File: config.mk
export PLATFORM = sky130hd
export DESIGN_NAME = arc_motion_point_generator_unit_flat
export DESIGN_NICKNAME = d
export VERILOG_FILES = /design/src/rtl/ampg_pkg.sv /design/src/rtl/ampg_in_if.sv /design/src/rtl/ampg_out_if.sv /design/src/rtl/arc_motion_point_generator_unit.sv /design/src/flat_wrapper.sv
export SDC_FILE = /design/constraint.sdc
export NUM_CORES = 2
export LEC_CHECK = 0
export BUFFER_PORTS_ARGS = -buffer_cell sky130_fd_sc_hd__buf_2
export CAP_MARGIN = 20
export CORE_AREA = 2 2 311 543
export CTS_CLUSTER_DIAMETER = 100
export CTS_CLUSTER_SIZE = 30
export DETAILED_ROUTE_END_ITERATION = 10
export DIE_AREA = 0 0 313 545
export HOLD_SLACK_MARGIN = 0.12
export MAX_ROUTING_LAYER = met4
export PLACE_DENSITY_LB_ADDON = 0.25
export SYNTH_ARGS = -nofsm -noshare
export SYNTH_HDL_FRONTEND = slang
export SYNTH_SLANG_ARGS = --single-unit
File: constraint.sdc
create_clock -name i_clk -period 11.2 [get_ports i_clk]
set_clock_uncertainty 0.15 [all_clocks]
set_input_delay 1.12 -clock i_clk [delete_from_list [all_inputs] [get_ports i_clk]]
set_output_delay 1.12 -clock i_clk [all_outputs]
set_load 0.03 [all_outputs]
File: src/rtl/ampg_pkg.sv
`timescale 1ns / 1ps
package ampg_pkg;

    // fixed field widths
    localparam int IN_POS_W   = 24;
    localparam int TIME_W     = 17;
    localparam int RAD_W      = 20;
    localparam int CFG_ANG_W  = 18;
    localparam int HEAD_W     = 19;
    localparam int CFG_IDX_W  = 3;
    localparam int CFG_DATA_W = 20;

    // internal widths
    localparam int ANG_W   = 16;  // wrapped angle, [0, 46080)
    localparam int ASUM_W  = 22;  // angle sums before wrapping
    localparam int DELTA_W = 21;
    localparam int XY_W    = 32;  // cordic x/y, q30
    localparam int Z_W     = 32;  // cordic residual angle, 2^-23 degree
    localparam int MA_W    = 21;  // multiplier operand a
    localparam int PROD_W  = MA_W + XY_W;
    localparam int SC_W    = 23;  // radius * trig, q.8
    localparam int ATAN_IDX_W = 5;

    localparam int FULL_TURN     = 46080;
    localparam int QUARTER_TURN  = 11520;
    localparam int EIGHTH_TURN   = 5760;
    localparam int SHRINK_STEP   = 51;
    localparam int HEADING_LIMIT = 184320;
    localparam logic signed [XY_W-1:0] CORDIC_GAIN = 32'sd652032875;

    // register indexes
    localparam logic [CFG_IDX_W-1:0] CFG_RADIUS_INITIAL   = 3'd0;
    localparam logic [CFG_IDX_W-1:0] CFG_BEGIN_ANGLE      = 3'd1;
    localparam logic [CFG_IDX_W-1:0] CFG_SWEEP_ANGLE      = 3'd2;
    localparam logic [CFG_IDX_W-1:0] CFG_FACING_DIRECTION = 3'd3;
    localparam logic [CFG_IDX_W-1:0] CFG_ROTATE_ENABLE    = 3'd4;
    localparam logic [CFG_IDX_W-1:0] CFG_SHRINK_ENABLE    = 3'd5;

    // facing codes
    localparam logic [1:0] FACE_RIGHT = 2'd0;
    localparam logic [1:0] FACE_UP    = 2'd1;
    localparam logic [1:0] FACE_DOWN  = 2'd2;
    localparam logic [1:0] FACE_LEFT  = 2'd3;

    // item modes
    localparam logic MODE_START  = 1'b0;
    localparam logic MODE_UPDATE = 1'b1;

    function automatic logic [ANG_W-1:0] base_angle(input logic [1:0] facing);
        logic [ANG_W-1:0] r;
        unique case (facing)
            FACE_RIGHT: r = 16'd0;
            FACE_UP:    r = 16'd34560;
            FACE_DOWN:  r = 16'd11520;
            FACE_LEFT:  r = 16'd23040;
            default:    r = 16'd0;
        endcase
        return r;
    endfunction

    function automatic logic signed [Z_W-1:0] atan_at(input logic [ATAN_IDX_W-1:0] idx);
        logic signed [Z_W-1:0] r;
        case (idx)
            5'd0:  r = 32'sd377487360;
            5'd1:  r = 32'sd222843801;
            5'd2:  r = 32'sd117744544;
            5'd3:  r = 32'sd59768969;
            5'd4:  r = 32'sd30000467;
            5'd5:  r = 32'sd15014858;
            5'd6:  r = 32'sd7509261;
            5'd7:  r = 32'sd3754860;
            5'd8:  r = 32'sd1877459;
            5'd9:  r = 32'sd938733;
            5'd10: r = 32'sd469367;
            5'd11: r = 32'sd234683;
            5'd12: r = 32'sd117342;
            5'd13: r = 32'sd58671;
            5'd14: r = 32'sd29335;
            5'd15: r = 32'sd14668;
            5'd16: r = 32'sd7334;
            5'd17: r = 32'sd3667;
            5'd18: r = 32'sd1833;
            5'd19: r = 32'sd917;
            5'd20: r = 32'sd458;
            5'd21: r = 32'sd229;
            5'd22: r = 32'sd115;
            5'd23: r = 32'sd57;
            default: r = '0;
        endcase
        return r;
    endfunction

    // reduce into [0, 46080); inputs stay within seven turns either way
    function automatic logic [ANG_W-1:0] wrap_angle(input logic signed [ASUM_W-1:0] v);
        logic signed [ASUM_W-1:0] r;
        r = v;
        for (int k = -7; k <= 7; k++) begin
            if (v >= ASUM_W'(k * FULL_TURN)) begin
                r = v - ASUM_W'(k * FULL_TURN);
            end
        end
        return r[ANG_W-1:0];
    endfunction

endpackage

File: src/rtl/ampg_in_if.sv
`timescale 1ns / 1ps
interface ampg_in_if;
    import ampg_pkg::*;

    logic                       valid;
    logic                       ready;
    logic                       mode;
    logic signed [IN_POS_W-1:0] start_x;
    logic signed [IN_POS_W-1:0] start_y;
    logic        [TIME_W-1:0]   time_fraction;

    modport source (
        output valid, mode, start_x, start_y, time_fraction,
        input  ready
    );

    modport sink (
        input  valid, mode, start_x, start_y, time_fraction,
        output ready
    );
endinterface

File: src/rtl/ampg_out_if.sv
`timescale 1ns / 1ps
interface ampg_out_if #(
    parameter int POS_WIDTH = 24
);
    import ampg_pkg::*;

    logic                        valid;
    logic                        ready;
    logic signed [POS_WIDTH-1:0] pos_x;
    logic signed [POS_WIDTH-1:0] pos_y;
    logic signed [HEAD_W-1:0]    heading;
    logic                        heading_valid;
    logic        [RAD_W-1:0]     radius_now;

    modport source (
        output valid, pos_x, pos_y, heading, heading_valid, radius_now,
        input  ready
    );

    modport sink (
        input  valid, pos_x, pos_y, heading, heading_valid, radius_now,
        output ready
    );
endinterface

File: src/rtl/arc_motion_point_generator_unit.sv
// channel    dir  handshake       payload
// i_item     in   valid / ready   mode, start_x, start_y, time_fraction
// o_result   out  valid / ready   pos_x, pos_y, heading, heading_valid, radius_now
// i_cfg_*    in   write enable    register index, write data (no read-back)
//
// a start beat runs S_PREP, S_ROT, S_MAP, S_MULC, S_MULS and S_OUT; an update beat
// runs S_DELTA and S_ANGLE before them; both are paced by the single shift-add cordic
// unit that does one rotation per cycle, plus one shared multiplier used for sweep * time
// and radius * cos / radius * sin in turn
// one beat is in flight at a time; the input is ready only while idle
// the result sits in an output register, so the next beat is taken while it waits
// reset is synchronous active low and clears control, config and arc state
`timescale 1ns / 1ps
module arc_motion_point_generator_unit #(
    parameter int CORDIC_STAGES = 16,
    parameter int POS_WIDTH     = 24
) (
    input  logic                           i_clk,
    input  logic                           i_rst_n,
    ampg_in_if.sink                        i_item,
    ampg_out_if.source                     o_result,
    input  logic                           i_cfg_we,
    input  logic [ampg_pkg::CFG_IDX_W-1:0]  i_cfg_idx,
    input  logic [ampg_pkg::CFG_DATA_W-1:0] i_cfg_data
);
    import ampg_pkg::*;

    localparam int ITER_W = $clog2(CORDIC_STAGES);
    localparam logic [ITER_W-1:0] ITER_LAST = ITER_W'(CORDIC_STAGES - 1);
    // wide enough for centre +/- radius term without wrap
    localparam int SUM_W = ((POS_WIDTH > IN_POS_W) ? POS_WIDTH : IN_POS_W) + 1;
    localparam logic signed [SUM_W-1:0] POS_HI =
        {{(SUM_W - POS_WIDTH + 1){1'b0}}, {(POS_WIDTH - 1){1'b1}}};
    localparam logic signed [SUM_W-1:0] POS_LO = ~POS_HI;

    localparam logic [1:0] QUAD_0 = 2'd0;
    localparam logic [1:0] QUAD_1 = 2'd1;
    localparam logic [1:0] QUAD_2 = 2'd2;
    localparam logic [1:0] QUAD_3 = 2'd3;

    typedef enum logic [8:0] {
        S_IDLE  = 9'b000000001,
        S_DELTA = 9'b000000010,  // sweep * time on the multiplier
        S_ANGLE = 9'b000000100,  // wrap target angle, heading
        S_PREP  = 9'b000001000,  // quadrant fold, cordic seed
        S_ROT   = 9'b000010000,  // one micro-rotation per cycle
        S_MAP   = 9'b000100000,  // quadrant unfold into cos / sin
        S_MULC  = 9'b001000000,  // radius * cos
        S_MULS  = 9'b010000000,  // radius * sin, finish x
        S_OUT   = 9'b100000000   // finish y, load output register
    } t_state;

    function automatic logic signed [POS_WIDTH-1:0] sat_pos(
        input logic signed [SUM_W-1:0] v
    );
        logic signed [SUM_W-1:0] r;
        r = (v > POS_HI) ? POS_HI : ((v < POS_LO) ? POS_LO : v);
        return r[POS_WIDTH-1:0];
    endfunction

    // control, config and arc state
    t_state                         r_state, n_state;
    logic [ITER_W-1:0]              r_iter;
    logic                           r_ov;
    logic signed [CFG_ANG_W-1:0]    r_begin;
    logic signed [CFG_ANG_W-1:0]    r_sweep;
    logic [1:0]                     r_facing;
    logic                           r_rotate_en;
    logic                           r_shrink_en;
    logic [RAD_W-1:0]               r_radius;
    logic signed [POS_WIDTH-1:0]    r_cx;
    logic signed [POS_WIDTH-1:0]    r_cy;
    logic [ANG_W-1:0]               r_arm;

    // datapath
    logic                           r_mode;
    logic signed [POS_WIDTH-1:0]    r_sx;
    logic signed [POS_WIDTH-1:0]    r_sy;
    logic [TIME_W-1:0]              r_t;
    logic [ANG_W-1:0]               r_ang;
    logic signed [HEAD_W-1:0]       r_head;
    logic signed [XY_W-1:0]         r_x;
    logic signed [XY_W-1:0]         r_y;
    logic signed [Z_W-1:0]          r_z;
    logic [1:0]                     r_quad;
    logic signed [PROD_W-1:0]       r_prod;
    logic signed [POS_WIDTH-1:0]    r_px;

    // output register
    logic signed [POS_WIDTH-1:0]    r_o_x;
    logic signed [POS_WIDTH-1:0]    r_o_y;
    logic signed [HEAD_W-1:0]       r_o_head;
    logic                           r_o_hv;
    logic [RAD_W-1:0]               r_o_rad;

    logic acc;
    logic out_load;

    assign i_item.ready = (r_state == S_IDLE);
    assign acc          = i_item.valid & i_item.ready;
    assign out_load     = (r_state == S_OUT) & (~r_ov | o_result.ready);

    assign o_result.valid         = r_ov;
    assign o_result.pos_x         = r_o_x;
    assign o_result.pos_y         = r_o_y;
    assign o_result.heading       = r_o_head;
    assign o_result.heading_valid = r_o_hv;
    assign o_result.radius_now    = r_o_rad;

    // start position saturated into the position format
    logic signed [POS_WIDTH-1:0] in_sx, in_sy;
    assign in_sx = sat_pos(SUM_W'(i_item.start_x));
    assign in_sy = sat_pos(SUM_W'(i_item.start_y));

    // arm angle from the live registers, a quarter turn back against the sweep
    logic signed [ASUM_W-1:0] arm_sum;
    logic [ANG_W-1:0]         arm_new;
    always_comb begin
        arm_sum = ASUM_W'(r_begin)
                - $signed({{(ASUM_W - ANG_W){1'b0}}, base_angle(r_facing)});
        if (r_sweep > 0) begin
            arm_sum = arm_sum - ASUM_W'(QUARTER_TURN);
        end else begin
            arm_sum = arm_sum + ASUM_W'(QUARTER_TURN);
        end
        arm_new = wrap_angle(arm_sum);
    end

    // shared multiplier: sweep * time, then radius * cos, radius * sin
    logic signed [MA_W-1:0]   mul_a;
    logic signed [XY_W-1:0]   mul_b;
    logic signed [PROD_W-1:0] mul_p;
    always_comb begin
        case (r_state)
            S_DELTA: begin
                mul_a = MA_W'(r_sweep);
                mul_b = $signed({{(XY_W - TIME_W){1'b0}}, r_t});
            end
            S_MULC: begin
                mul_a = $signed({1'b0, r_radius});
                mul_b = r_x;
            end
            default: begin
                mul_a = $signed({1'b0, r_radius});
                mul_b = r_y;
            end
        endcase
        mul_p = PROD_W'(mul_a) * PROD_W'(mul_b);
    end

    // sweep * time rounded to 1/128 degree, halves up
    logic signed [PROD_W-1:0]  delta_rnd;
    logic signed [DELTA_W-1:0] delta;
    logic signed [ASUM_W-1:0]  head_sum;
    logic signed [ASUM_W-1:0]  head_neg;
    logic signed [HEAD_W-1:0]  head_sat;
    always_comb begin
        delta_rnd = r_prod + PROD_W'(32768);
        delta     = delta_rnd[16 +: DELTA_W];
        head_sum  = ASUM_W'(r_begin) + ASUM_W'(delta);
        head_neg  = -head_sum;
        if (head_neg > ASUM_W'(HEADING_LIMIT)) begin
            head_sat = HEAD_W'(HEADING_LIMIT);
        end else if (head_neg < -ASUM_W'(HEADING_LIMIT)) begin
            head_sat = -HEAD_W'(HEADING_LIMIT);
        end else begin
            head_sat = head_neg[HEAD_W-1:0];
        end
    end

    // quadrant fold of the target angle, nearest multiple of a quarter turn
    logic [2:0]              qcnt;
    logic signed [17:0]      zdiff;
    logic signed [Z_W-1:0]   z_seed;
    always_comb begin
        if (r_ang >= ANG_W'(EIGHTH_TURN + 3 * QUARTER_TURN)) begin
            qcnt  = 3'd4;
            zdiff = $signed({2'b00, r_ang}) - 18'sd46080;
        end else if (r_ang >= ANG_W'(EIGHTH_TURN + 2 * QUARTER_TURN)) begin
            qcnt  = 3'd3;
            zdiff = $signed({2'b00, r_ang}) - 18'sd34560;
        end else if (r_ang >= ANG_W'(EIGHTH_TURN + QUARTER_TURN)) begin
            qcnt  = 3'd2;
            zdiff = $signed({2'b00, r_ang}) - 18'sd23040;
        end else if (r_ang >= ANG_W'(EIGHTH_TURN)) begin
            qcnt  = 3'd1;
            zdiff = $signed({2'b00, r_ang}) - 18'sd11520;
        end else begin
            qcnt  = 3'd0;
            zdiff = $signed({2'b00, r_ang});
        end
        // 1/128 degree to 2^-23 degree
        z_seed = Z_W'(zdiff) <<< 16;
    end

    // one cordic micro-rotation
    logic signed [XY_W-1:0] x_sh, y_sh, x_rot, y_rot;
    logic signed [Z_W-1:0]  z_rot, atan_i;
    always_comb begin
        x_sh   = r_x >>> r_iter;
        y_sh   = r_y >>> r_iter;
        atan_i = atan_at(ATAN_IDX_W'(r_iter));
        if (r_z >= 0) begin
            x_rot = r_x - y_sh;
            y_rot = r_y + x_sh;
            z_rot = r_z - atan_i;
        end else begin
            x_rot = r_x + y_sh;
            y_rot = r_y - x_sh;
            z_rot = r_z + atan_i;
        end
    end

    // quadrant unfold
    logic signed [XY_W-1:0] cos_v, sin_v;
    always_comb begin
        case (r_quad)
            QUAD_0:  begin cos_v = r_x;  sin_v = r_y;  end
            QUAD_1:  begin cos_v = -r_y; sin_v = r_x;  end
            QUAD_2:  begin cos_v = -r_x; sin_v = -r_y; end
            QUAD_3:  begin cos_v = r_y;  sin_v = -r_x; end
            default: begin cos_v = r_x;  sin_v = r_y;  end
        endcase
    end

    // radius * trig rounded to q.8, then centre + term, or start - term for a start beat; x in S_MULS, y in S_OUT
    logic signed [PROD_W-1:0]    sc_rnd;
    logic signed [SC_W-1:0]      sc;
    logic signed [SUM_W-1:0]     pick_c, pick_s, pt_sum;
    logic signed [POS_WIDTH-1:0] pt_sat;
    always_comb begin
        sc_rnd = r_prod + PROD_W'(64'sd1 <<< 29);
        sc     = sc_rnd[30 +: SC_W];
        pick_c = (r_state == S_MULS) ? SUM_W'(r_cx) : SUM_W'(r_cy);
        pick_s = (r_state == S_MULS) ? SUM_W'(r_sx) : SUM_W'(r_sy);
        if (r_mode == MODE_UPDATE) begin
            pt_sum = pick_c + SUM_W'(sc);
        end else begin
            pt_sum = pick_s - SUM_W'(sc);
        end
        pt_sat = sat_pos(pt_sum);
    end

    // sequencer
    always_comb begin
        n_state = r_state;
        unique case (r_state)
            S_IDLE: begin
                if (acc) begin
                    n_state = (i_item.mode == MODE_UPDATE) ? S_DELTA : S_PREP;
                end
            end
            S_DELTA: n_state = S_ANGLE;
            S_ANGLE: n_state = S_PREP;
            S_PREP:  n_state = S_ROT;
            S_ROT: begin
                if (r_iter == ITER_LAST) begin
                    n_state = S_MAP;
                end
            end
            S_MAP:  n_state = S_MULC;
            S_MULC: n_state = S_MULS;
            S_MULS: n_state = S_OUT;
            S_OUT: begin
                if (out_load) begin
                    n_state = S_IDLE;
                end
            end
            default: n_state = S_IDLE;
        endcase
    end

    always_ff @(posedge i_clk) begin
        if (!i_rst_n) begin
            r_state     <= S_IDLE;
            r_iter      <= '0;
            r_ov        <= 1'b0;
            r_begin     <= '0;
            r_sweep     <= '0;
            r_facing    <= FACE_RIGHT;
            r_rotate_en <= 1'b1;
            r_shrink_en <= 1'b0;
            r_radius    <= '0;
            r_cx        <= '0;
            r_cy        <= '0;
            r_arm       <= '0;
        end else begin
            r_state <= n_state;

            if (r_state == S_PREP) begin
                r_iter <= '0;
            end else if (r_state == S_ROT) begin
                r_iter <= r_iter + 1'b1;
            end

            if (out_load) begin
                r_ov <= 1'b1;
            end else if (o_result.ready) begin
                r_ov <= 1'b0;
            end

            if (acc) begin
                if (i_item.mode == MODE_START) begin
                    r_arm <= arm_new;
                end else if (r_shrink_en) begin
                    // shrink by 51/256 pixel, floor at zero
                    r_radius <= (r_radius > RAD_W'(SHRINK_STEP))
                              ? r_radius - RAD_W'(SHRINK_STEP) : '0;
                end
            end

            if (r_state == S_MULS && r_mode == MODE_START) begin
                r_cx <= pt_sat;
            end
            if (out_load && r_mode == MODE_START) begin
                r_cy <= pt_sat;
            end

            if (i_cfg_we) begin
                unique case (i_cfg_idx)
                    CFG_RADIUS_INITIAL:   r_radius    <= i_cfg_data[RAD_W-1:0];
                    CFG_BEGIN_ANGLE:      r_begin     <= $signed(i_cfg_data[CFG_ANG_W-1:0]);
                    CFG_SWEEP_ANGLE:      r_sweep     <= $signed(i_cfg_data[CFG_ANG_W-1:0]);
                    CFG_FACING_DIRECTION: r_facing    <= i_cfg_data[1:0];
                    CFG_ROTATE_ENABLE:    r_rotate_en <= i_cfg_data[0];
                    CFG_SHRINK_ENABLE:    r_shrink_en <= i_cfg_data[0];
                    default: ;
                endcase
            end
        end
    end

    always_ff @(posedge i_clk) begin
        if (acc) begin
            r_mode <= i_item.mode;
            r_sx   <= in_sx;
            r_sy   <= in_sy;
            r_t    <= i_item.time_fraction;
            r_head <= '0;
            if (i_item.mode == MODE_START) begin
                r_ang <= arm_new;
            end
        end

        if (r_state == S_DELTA || r_state == S_MULC || r_state == S_MULS) begin
            r_prod <= mul_p;
        end

        if (r_state == S_ANGLE) begin
            r_ang  <= wrap_angle(ASUM_W'($signed({1'b0, r_arm})) + ASUM_W'(delta));
            r_head <= head_sat;
        end

        if (r_state == S_PREP) begin
            r_x    <= CORDIC_GAIN;
            r_y    <= '0;
            r_z    <= z_seed;
            r_quad <= qcnt[1:0];
        end else if (r_state == S_ROT) begin
            r_x <= x_rot;
            r_y <= y_rot;
            r_z <= z_rot;
        end else if (r_state == S_MAP) begin
            r_x <= cos_v;
            r_y <= sin_v;
        end

        if (r_state == S_MULS) begin
            r_px <= (r_mode == MODE_UPDATE) ? pt_sat : r_sx;
        end

        if (out_load) begin
            r_o_x    <= r_px;
            r_o_y    <= (r_mode == MODE_UPDATE) ? pt_sat : r_sy;
            r_o_head <= r_head;
            r_o_hv   <= (r_mode == MODE_UPDATE) & r_rotate_en;
            r_o_rad  <= r_radius;
        end
    end

`ifndef SYNTH
    // a result never appears in the cycle right after a beat is taken
    a_no_early_result: assert property (@(posedge i_clk) disable iff (!i_rst_n)
        acc |=> !$rose(r_ov))
        else $error("result raised right after input beat");

    // rotation counter stays inside the stage count
    a_iter_range: assert property (@(posedge i_clk) disable iff (!i_rst_n)
        (r_state == S_ROT) |-> (r_iter <= ITER_LAST))
        else $error("cordic iteration out of range");

    // radius only shrinks unless reloaded by a register write
    a_radius_monotonic: assert property (@(posedge i_clk) disable iff (!i_rst_n)
        !(i_cfg_we && i_cfg_idx == CFG_RADIUS_INITIAL) |=> (r_radius <= $past(r_radius)))
        else $error("radius grew without a reload");

    // a start result never carries a heading
    a_start_no_heading: assert property (@(posedge i_clk) disable iff (!i_rst_n)
        (out_load && r_mode == MODE_START) |=> (r_o_head == '0 && !r_o_hv))
        else $error("start result carries a heading");
`endif

endmodule
File: src/flat_wrapper.sv
// flat-port wrapper written by rule: the top's interface ports become plain ports
module arc_motion_point_generator_unit_flat import ampg_pkg::*;
#(
    parameter int CORDIC_STAGES = 16,
    parameter int POS_WIDTH     = 24
)
  (i_clk, i_rst_n, i_cfg_we, i_cfg_idx, i_cfg_data, i_item_valid, i_item_mode, i_item_start_x, i_item_start_y, i_item_time_fraction, i_item_ready, o_result_valid, o_result_pos_x, o_result_pos_y, o_result_heading, o_result_heading_valid, o_result_radius_now, o_result_ready);
  ampg_in_if i_item_i ();
  ampg_out_if #(.POS_WIDTH(POS_WIDTH)) o_result_i ();
  input  logic i_clk;
  input  logic i_rst_n;
  input  logic i_cfg_we;
  input  logic [ampg_pkg::CFG_IDX_W-1:0] i_cfg_idx;
  input  logic [ampg_pkg::CFG_DATA_W-1:0] i_cfg_data;
  input wire logic [$bits(i_item_i.valid)-1:0] i_item_valid;
  input wire logic [$bits(i_item_i.mode)-1:0] i_item_mode;
  input wire logic [$bits(i_item_i.start_x)-1:0] i_item_start_x;
  input wire logic [$bits(i_item_i.start_y)-1:0] i_item_start_y;
  input wire logic [$bits(i_item_i.time_fraction)-1:0] i_item_time_fraction;
  output wire logic [$bits(i_item_i.ready)-1:0] i_item_ready;
  output wire logic [$bits(o_result_i.valid)-1:0] o_result_valid;
  output wire logic [$bits(o_result_i.pos_x)-1:0] o_result_pos_x;
  output wire logic [$bits(o_result_i.pos_y)-1:0] o_result_pos_y;
  output wire logic [$bits(o_result_i.heading)-1:0] o_result_heading;
  output wire logic [$bits(o_result_i.heading_valid)-1:0] o_result_heading_valid;
  output wire logic [$bits(o_result_i.radius_now)-1:0] o_result_radius_now;
  input wire logic [$bits(o_result_i.ready)-1:0] o_result_ready;
  assign i_item_i.valid = i_item_valid;
  assign i_item_i.mode = i_item_mode;
  assign i_item_i.start_x = i_item_start_x;
  assign i_item_i.start_y = i_item_start_y;
  assign i_item_i.time_fraction = i_item_time_fraction;
  assign i_item_ready = i_item_i.ready;
  assign o_result_valid = o_result_i.valid;
  assign o_result_pos_x = o_result_i.pos_x;
  assign o_result_pos_y = o_result_i.pos_y;
  assign o_result_heading = o_result_i.heading;
  assign o_result_heading_valid = o_result_i.heading_valid;
  assign o_result_radius_now = o_result_i.radius_now;
  assign o_result_i.ready = o_result_ready;
  arc_motion_point_generator_unit #(.CORDIC_STAGES(CORDIC_STAGES), .POS_WIDTH(POS_WIDTH)) u_core (.i_clk(i_clk), .i_rst_n(i_rst_n), .i_item(i_item_i), .o_result(o_result_i), .i_cfg_we(i_cfg_we), .i_cfg_idx(i_cfg_idx), .i_cfg_data(i_cfg_data));
endmodule
# Word level (Yosys, flattened, before mapping)

Memories as Yosys holds them, arrays and structs flattened. A register that Yosys moved wholly into a read port is not among the register bits.
Cells that the tools add are included.

Register bits: 502
Bits in latches: 0
RAM bits: 0
Memory bits (read-only): 464
Input bits: 94
Output and inout port bits: 90
Logic and storage cells: 269
Memories: 1

Memory list:

| memory          | depth | width | read ports | clocked after Yosys merged registers in | write ports | line           | RTL |
|---|---|---|---|---|---|---|---|
| (no name shown) | 16    | 29    | 1          | 1                                       | 0           | ampg_pkg.sv:63 | `case (idx)` |

$add $sub $neg: 52
Multipliers: 1
Div/mod/pow operators: 0
$lt $le $gt $ge: 45
Eq/ne operators: 26
Shifts and indexed selects: 2
Muxes and demuxes: 83
Bitwise logic cells: 8
Reduce and logical (&&, ||, !) cells: 21

Operators with widths:

| kind                   | count |
|---|---|
| $mux 16                | 37 |
| $mux 32                | 9 |
| $ge 22x19->1 const B   | 12 |
| $sub 16x16->16 const B | 14 |
| $pmux 32 s3            | 2 |
| $ge 22x20->1 const B   | 8 |
| $mux 24                | 6 |
| $sub 16x14->16 const B | 9 |
| $sub 16x15->16 const B | 9 |
| $mux 20                | 6 |
| $add 32x32->32         | 3 |
| $sub 32x32->32         | 3 |
| $ge 22x17->1 const B   | 4 |
| $ge 22x18->1 const B   | 4 |
| $pmux 9 s9             | 1 |
| $mux 19                | 4 |
| $mux 25                | 3 |
| $neg 32->32            | 2 |
| $pmux 16 s4            | 1 |
| $pmux 32 s2            | 1 |
| $sshr 32x4->32         | 2 |
| $add 53x31->53 const B | 1 |
| $mul 21x32->53         | 1 |
| $gt 24x24->1 const B   | 2 |
| 57 further kinds       | 94 |

# Longest topological paths before layout

Depth after elaboration: 24
Gate-level depth with buffers: 38

# Least setup slack after synthesis

No wires, ideal clock.

Path type: reg-to-reg
Start: reg u_core.r_state[8]
End: reg u_core.r_prod[49], data pin
Setup time: 0.258 ns
Arrival time: 8.779 ns
Data required time: 10.792 ns
Slack: 2.014 ns
Cell stages (with the launch flop): 37
Path buffers: 4
Cells stage by stage: dfxtp_1 nor4_2 and3_1 clkbuf_1 and2_1 clkbuf_1 clkbuf_1 a22oi_1 nand2_1 clkbuf_1 nand2_1 fa_1 inv_1 fa_1 inv_1 fa_1 inv_1 fa_1 fa_1 fa_1 inv_1 fa_1 inv_1 ha_1 a21o_1 a21o_1 a21oi_1 o21ai_0 a221oi_1 o21ai_0 a21oi_2 a311oi_1 o21a_1 o21a_1 o21a_1 nor2_1 xnor2_1

Longest elaborated chain between the ends: 3
Elaborated cells between the ends (all ways): 5
Those cells by class: mul (1); eq/ne (2); mux (2)

Ends and longest elaborated chain:

| element                                  | line                                   | RTL |
|---|---|---|
| start: declaration                       | arc_motion_point_generator_unit.sv:62  | `t_state r_state, n_state;` |
| start signal: assignment                 | arc_motion_point_generator_unit.sv:288 | `r_state <= n_state;` |
| $eq 9x7->1 or $eq 9x2->1 (tied branches) | arc_motion_point_generator_unit.sv:134 | `case (r_state)` |
| $pmux 32 s2 or $mux 21 (tied branches)   | arc_motion_point_generator_unit.sv:134 |  |
| $mul 21x32->53 *                         | arc_motion_point_generator_unit.sv:148 | `mul_p = PROD_W'(mul_a) * PROD_W'(mul_b);` |
| via u_core.mul_p[49]                     | arc_motion_point_generator_unit.sv:132 | `logic signed [PROD_W-1:0] mul_p;` |
| end signal: assignment                   | arc_motion_point_generator_unit.sv:346 | `r_prod <= mul_p;` |
| end: declaration                         | arc_motion_point_generator_unit.sv:86  | `logic signed [PROD_W-1:0] r_prod;` |

The timed path passes the listed nets; every way through them passes the cells marked *.
A chain may end at the register's enable or synchronous reset.

# Worst setup path in the final report

Start: reg u_core.r_state[8]
End: reg u_core.r_prod[52], data pin

Same word-level chain as after synthesis.

==> impl_metrics.toml <==
[run_status]
outcome = "finished clean"

[worst_setup_path]
path_common_cell = "fa_1"
cp.arrival_ps = 10870
max_stage_delay_ps = 640
start_kind = "register"
required_ps = 11510
rr_startpoint = "u_core.r_state[8]"
cp-end-kind = "register"
cp_slowest_cell = "a21oi_2"
critPathTopFamily = "adder cells"
worstRegToRegCells = 32
cp_num_buf_inv = 5
rrSetupSlack_ps = 630
critPathMaxFanout = 17
crit_type = "register to register"
reg2reg_to = "u_core.r_prod[52]"

[grt]
grt_max_degree = 87
grt_pass1_wl_um = 367000
antenna_found_initial = 6
grt_use_total_pct = 29.2
grt_overflow = 0
grt_pass1_vias = 59263

[cts]
tritoncts = "done"
htreeDepth = 1
cts_resized = 0
clkSinkCount = 516
cts_root_buffer = "clkbuf_16"
worstSkewPairLatency_ps = 740
cts_hold_buffers = 0
postCtsSetupRepairBufs = 0
clockBufferDepth = 3
path_clk_slew_ps = 120
cts_buffers = 29

[synthesis]
synth_top_family_by_area = "adder cells"
ys.flop_type = "edfxtp_1"
synthArstFlopShare_pct = 0
avgSynthCellArea_um2 = 8.34
ys_types = 115
synthMuxAreaShare_pct = 3.77
synth_simple_gate_area_share_pct = 17.2
synth-compound-area-share_pct = 16.6
synth_warnings = 0
synth_cells = 7922
netlist_area_um2 = 66100
synth_xor_area_share_pct = 5.87
synth_edf_count = 269
synth_adder_area_share_pct = 28.5
syn_nets = 9103
yosysSeqAreaShare_pct = 19.7
synth_seq_cells = 516

[timing]
slew_headroom_pct = 21.1
period_needed_ps = 10570
setup_violations = 0
rsz0062_at_grt = "no"
fin_crit_sh_pct = 94.4
finalHoldViolCount = 0
max_clock_freq_ghz = 0.0946
worstMarginPinSlew_ps = 1170
hold_slack_ps = 252
drv_slew = 0
fin_setup_tns_ps = 0

[power_and_ir_drop]
peakVddDrop_mv = 0.193
power_leakage_nw = 31.4
p_per_area_nw_per_um2 = 180

[floorplan]
io_pins = 184
die_x_um = 313
die_h_um = 545
dieArea_um2 = 171000
fp.coreArea_um2 = 166000
initial_utilization_pct = 39.7
fp-row-count = 198

[route]
wl_um = 246000
avgRoutedWirePerCell_um = 24.4
avgViaCountPerCell = 5.79
via_count = 58465
drc = 0
first_pass_iters = 6
antenna_left = 0
drtIter0Drc = 4978

[layout]
fillers = 16712
drive_gt1_share_pct = 8.24
area_growth_syn_to_layout_pct = 7.07
final_nets = 9049

[hold_path]
hold_path.class = "register to register"
whs_path_depth = 0
hold_path_end = "u_core.o_result.pos_x[4]"
hp-start = "u_core.r_px[4]"

[job]
maxCapViolations = 0

[placed_design]
gp_congestion = 1.04
port_buffers = 183
dpl.hpwl_um = 198000
==> layout by cell type, fill, tap and decap left out, types with 123 or more instances in the layout <==
| cell | instances |
|---|---|
| buf_4 | 212 |
| fa_1 | 676 |
| nor3_1 | 123 |
| xnor2_1 | 258 |
| inv_1 | 948 |
| dfxtp_1 | 243 |
| a21oi_1 | 435 |
| nand3_1 | 125 |
| xor2_1 | 180 |
| edfxtp_1 | 269 |
| o21ai_0 | 396 |
| ha_1 | 411 |
| nand2_1 | 1299 |
| a211oi_1 | 128 |
| nor2_1 | 503 |
| buf_2 | 183 |
==> cell usage after synthesis, types with 129 or more instances <==
cell type  count  area (um^2)
clkbuf_1     430         1610
dfxtp_1      247         4940
fa_1         676        13500
ha_1         411         5140
nand2_1     1300         4880
inv_1        951         3570
a211oi_1     129          968
nor2_1       505         1900
edfxtp_1     269         8080
o21ai_0      408         2040
xor2_1       180         1580
a21oi_1      436         2180
xnor2_1      259         2270
==> layer usage <==
metal | vias up | GRT usage (%) | wire (um) | share of wire (%)
met4 | 0 | 17.6 | 17800 | 7.3
met1 | 29031 | 30.8 | 88000 | 36
met5 | - | - | 0 | 0
met2 | 2297 | 52.4 | 127000 | 51
li1 | 26435 | - | - | -
met3 | 702 | 2.90 | 13500 | 5.5
==> layout make-up <==
type | instances | area, um^2 | area share (%)
Inverter | 958 | 3610 | 5.10
Clock buffer | 38 | 759 | 1.07
Antenna cell | 5 | 12.5 | 0.0177
Multi-Input combinational cell | 5963 | 47600 | 67.4
Tap cell | 2200 | 2750 | 3.89
Clock inverter | 16 | 327 | 0.462
Timing Repair Buffer | 400 | 2590 | 3.67
Sequential cell | 516 | 13000 | 18.4
==> worst register-to-register path, delay by kind of cell, from the launching register on <==
kind / cells / cell delay, ps
AOI/OAI and AO/OA: 10 / 3060
xor gates and xnor gates: 1 / 80
adders and majority gates: 8 / 3780
buffers and inverters: 5 / 720
DFF: 1 / 380
and+or+nand+nor: 8 / 2140
==> logic make-up (layout without fill, tap and decap cells) <==
logic type | after synthesis | in the layout
adders and majority gates | 1101 | 1101
other | 0 | 5
DFF | 516 | 516
and+or+nand+nor | 2546 | 2546
AOI/OAI and AO/OA | 1709 | 1709
muxes | 166 | 166
buffers and inverters | 1443 | 1412
xor gates and xnor gates | 441 | 441
==> stage by stage <==
stage          instances  cell area [um^2]  utilization (%)  setup slack (ps)  power, mW
2_1_floorplan       7922             66100                -              2010       8.18
3_3_place_gp       10030             69600             41.8               878       11.1
3_5_place_dp       10034             69600             41.9               726       11.1
4_1_cts            10088             70700             42.5               687       12.5
5_1_grt            10093             70700             42.5               247       13.4
6_report           10096             70700             42.5               632       12.7
==> worst max path at each step <==
stage / startpoint / to / slack [ps] / depth (start not counted)
after global placement: u_core.r_state[8] / u_core.r_prod[52] / 880 / 34
after floorplan: u_core.r_state[8] / u_core.r_prod[49] / 2010 / 36
final: u_core.r_state[8] / u_core.r_prod[52] / 630 / 32
after global routing: u_core.r_state[8] / u_core.r_prod[52] / 250 / 34
after CTS: u_core.r_state[8] / u_core.r_prod[52] / 690 / 32
after detailed placement: u_core.r_state[8] / u_core.r_prod[52] / 730 / 32
==> where the power goes <==
group	switching [mW]	internal, mW	leakage (nW)
combinational	5.64	3.08	26.4
sequential	0.354	2.24	4.51
clock	0.837	0.547	0.513
==> sequential cells by signal (all words and copies together) (netlist names), 4 cells and up <==
name,flops
u_core.r_ang,16
u_core.r_head,19
u_core.r_sweep,18
u_core.r_state,9
u_core.atan_i,29
u_core.r_cy,24
u_core.r_x,32
u_core.o_result.pos_x,24
u_core.o_result.radius_now,20
u_core.o_result.pos_y,24
u_core.r_px,24
u_core.r_cx,24
u_core.r_iter,4
u_core.r_sx,24
u_core.r_t,17
u_core.r_arm,16
u_core.r_radius,20
u_core.o_result.heading,19
u_core.r_z,32
u_core.r_y,32
u_core.r_begin,18
u_core.r_prod,38
u_core.r_sy,24
(Power assumes the default switching activity.)
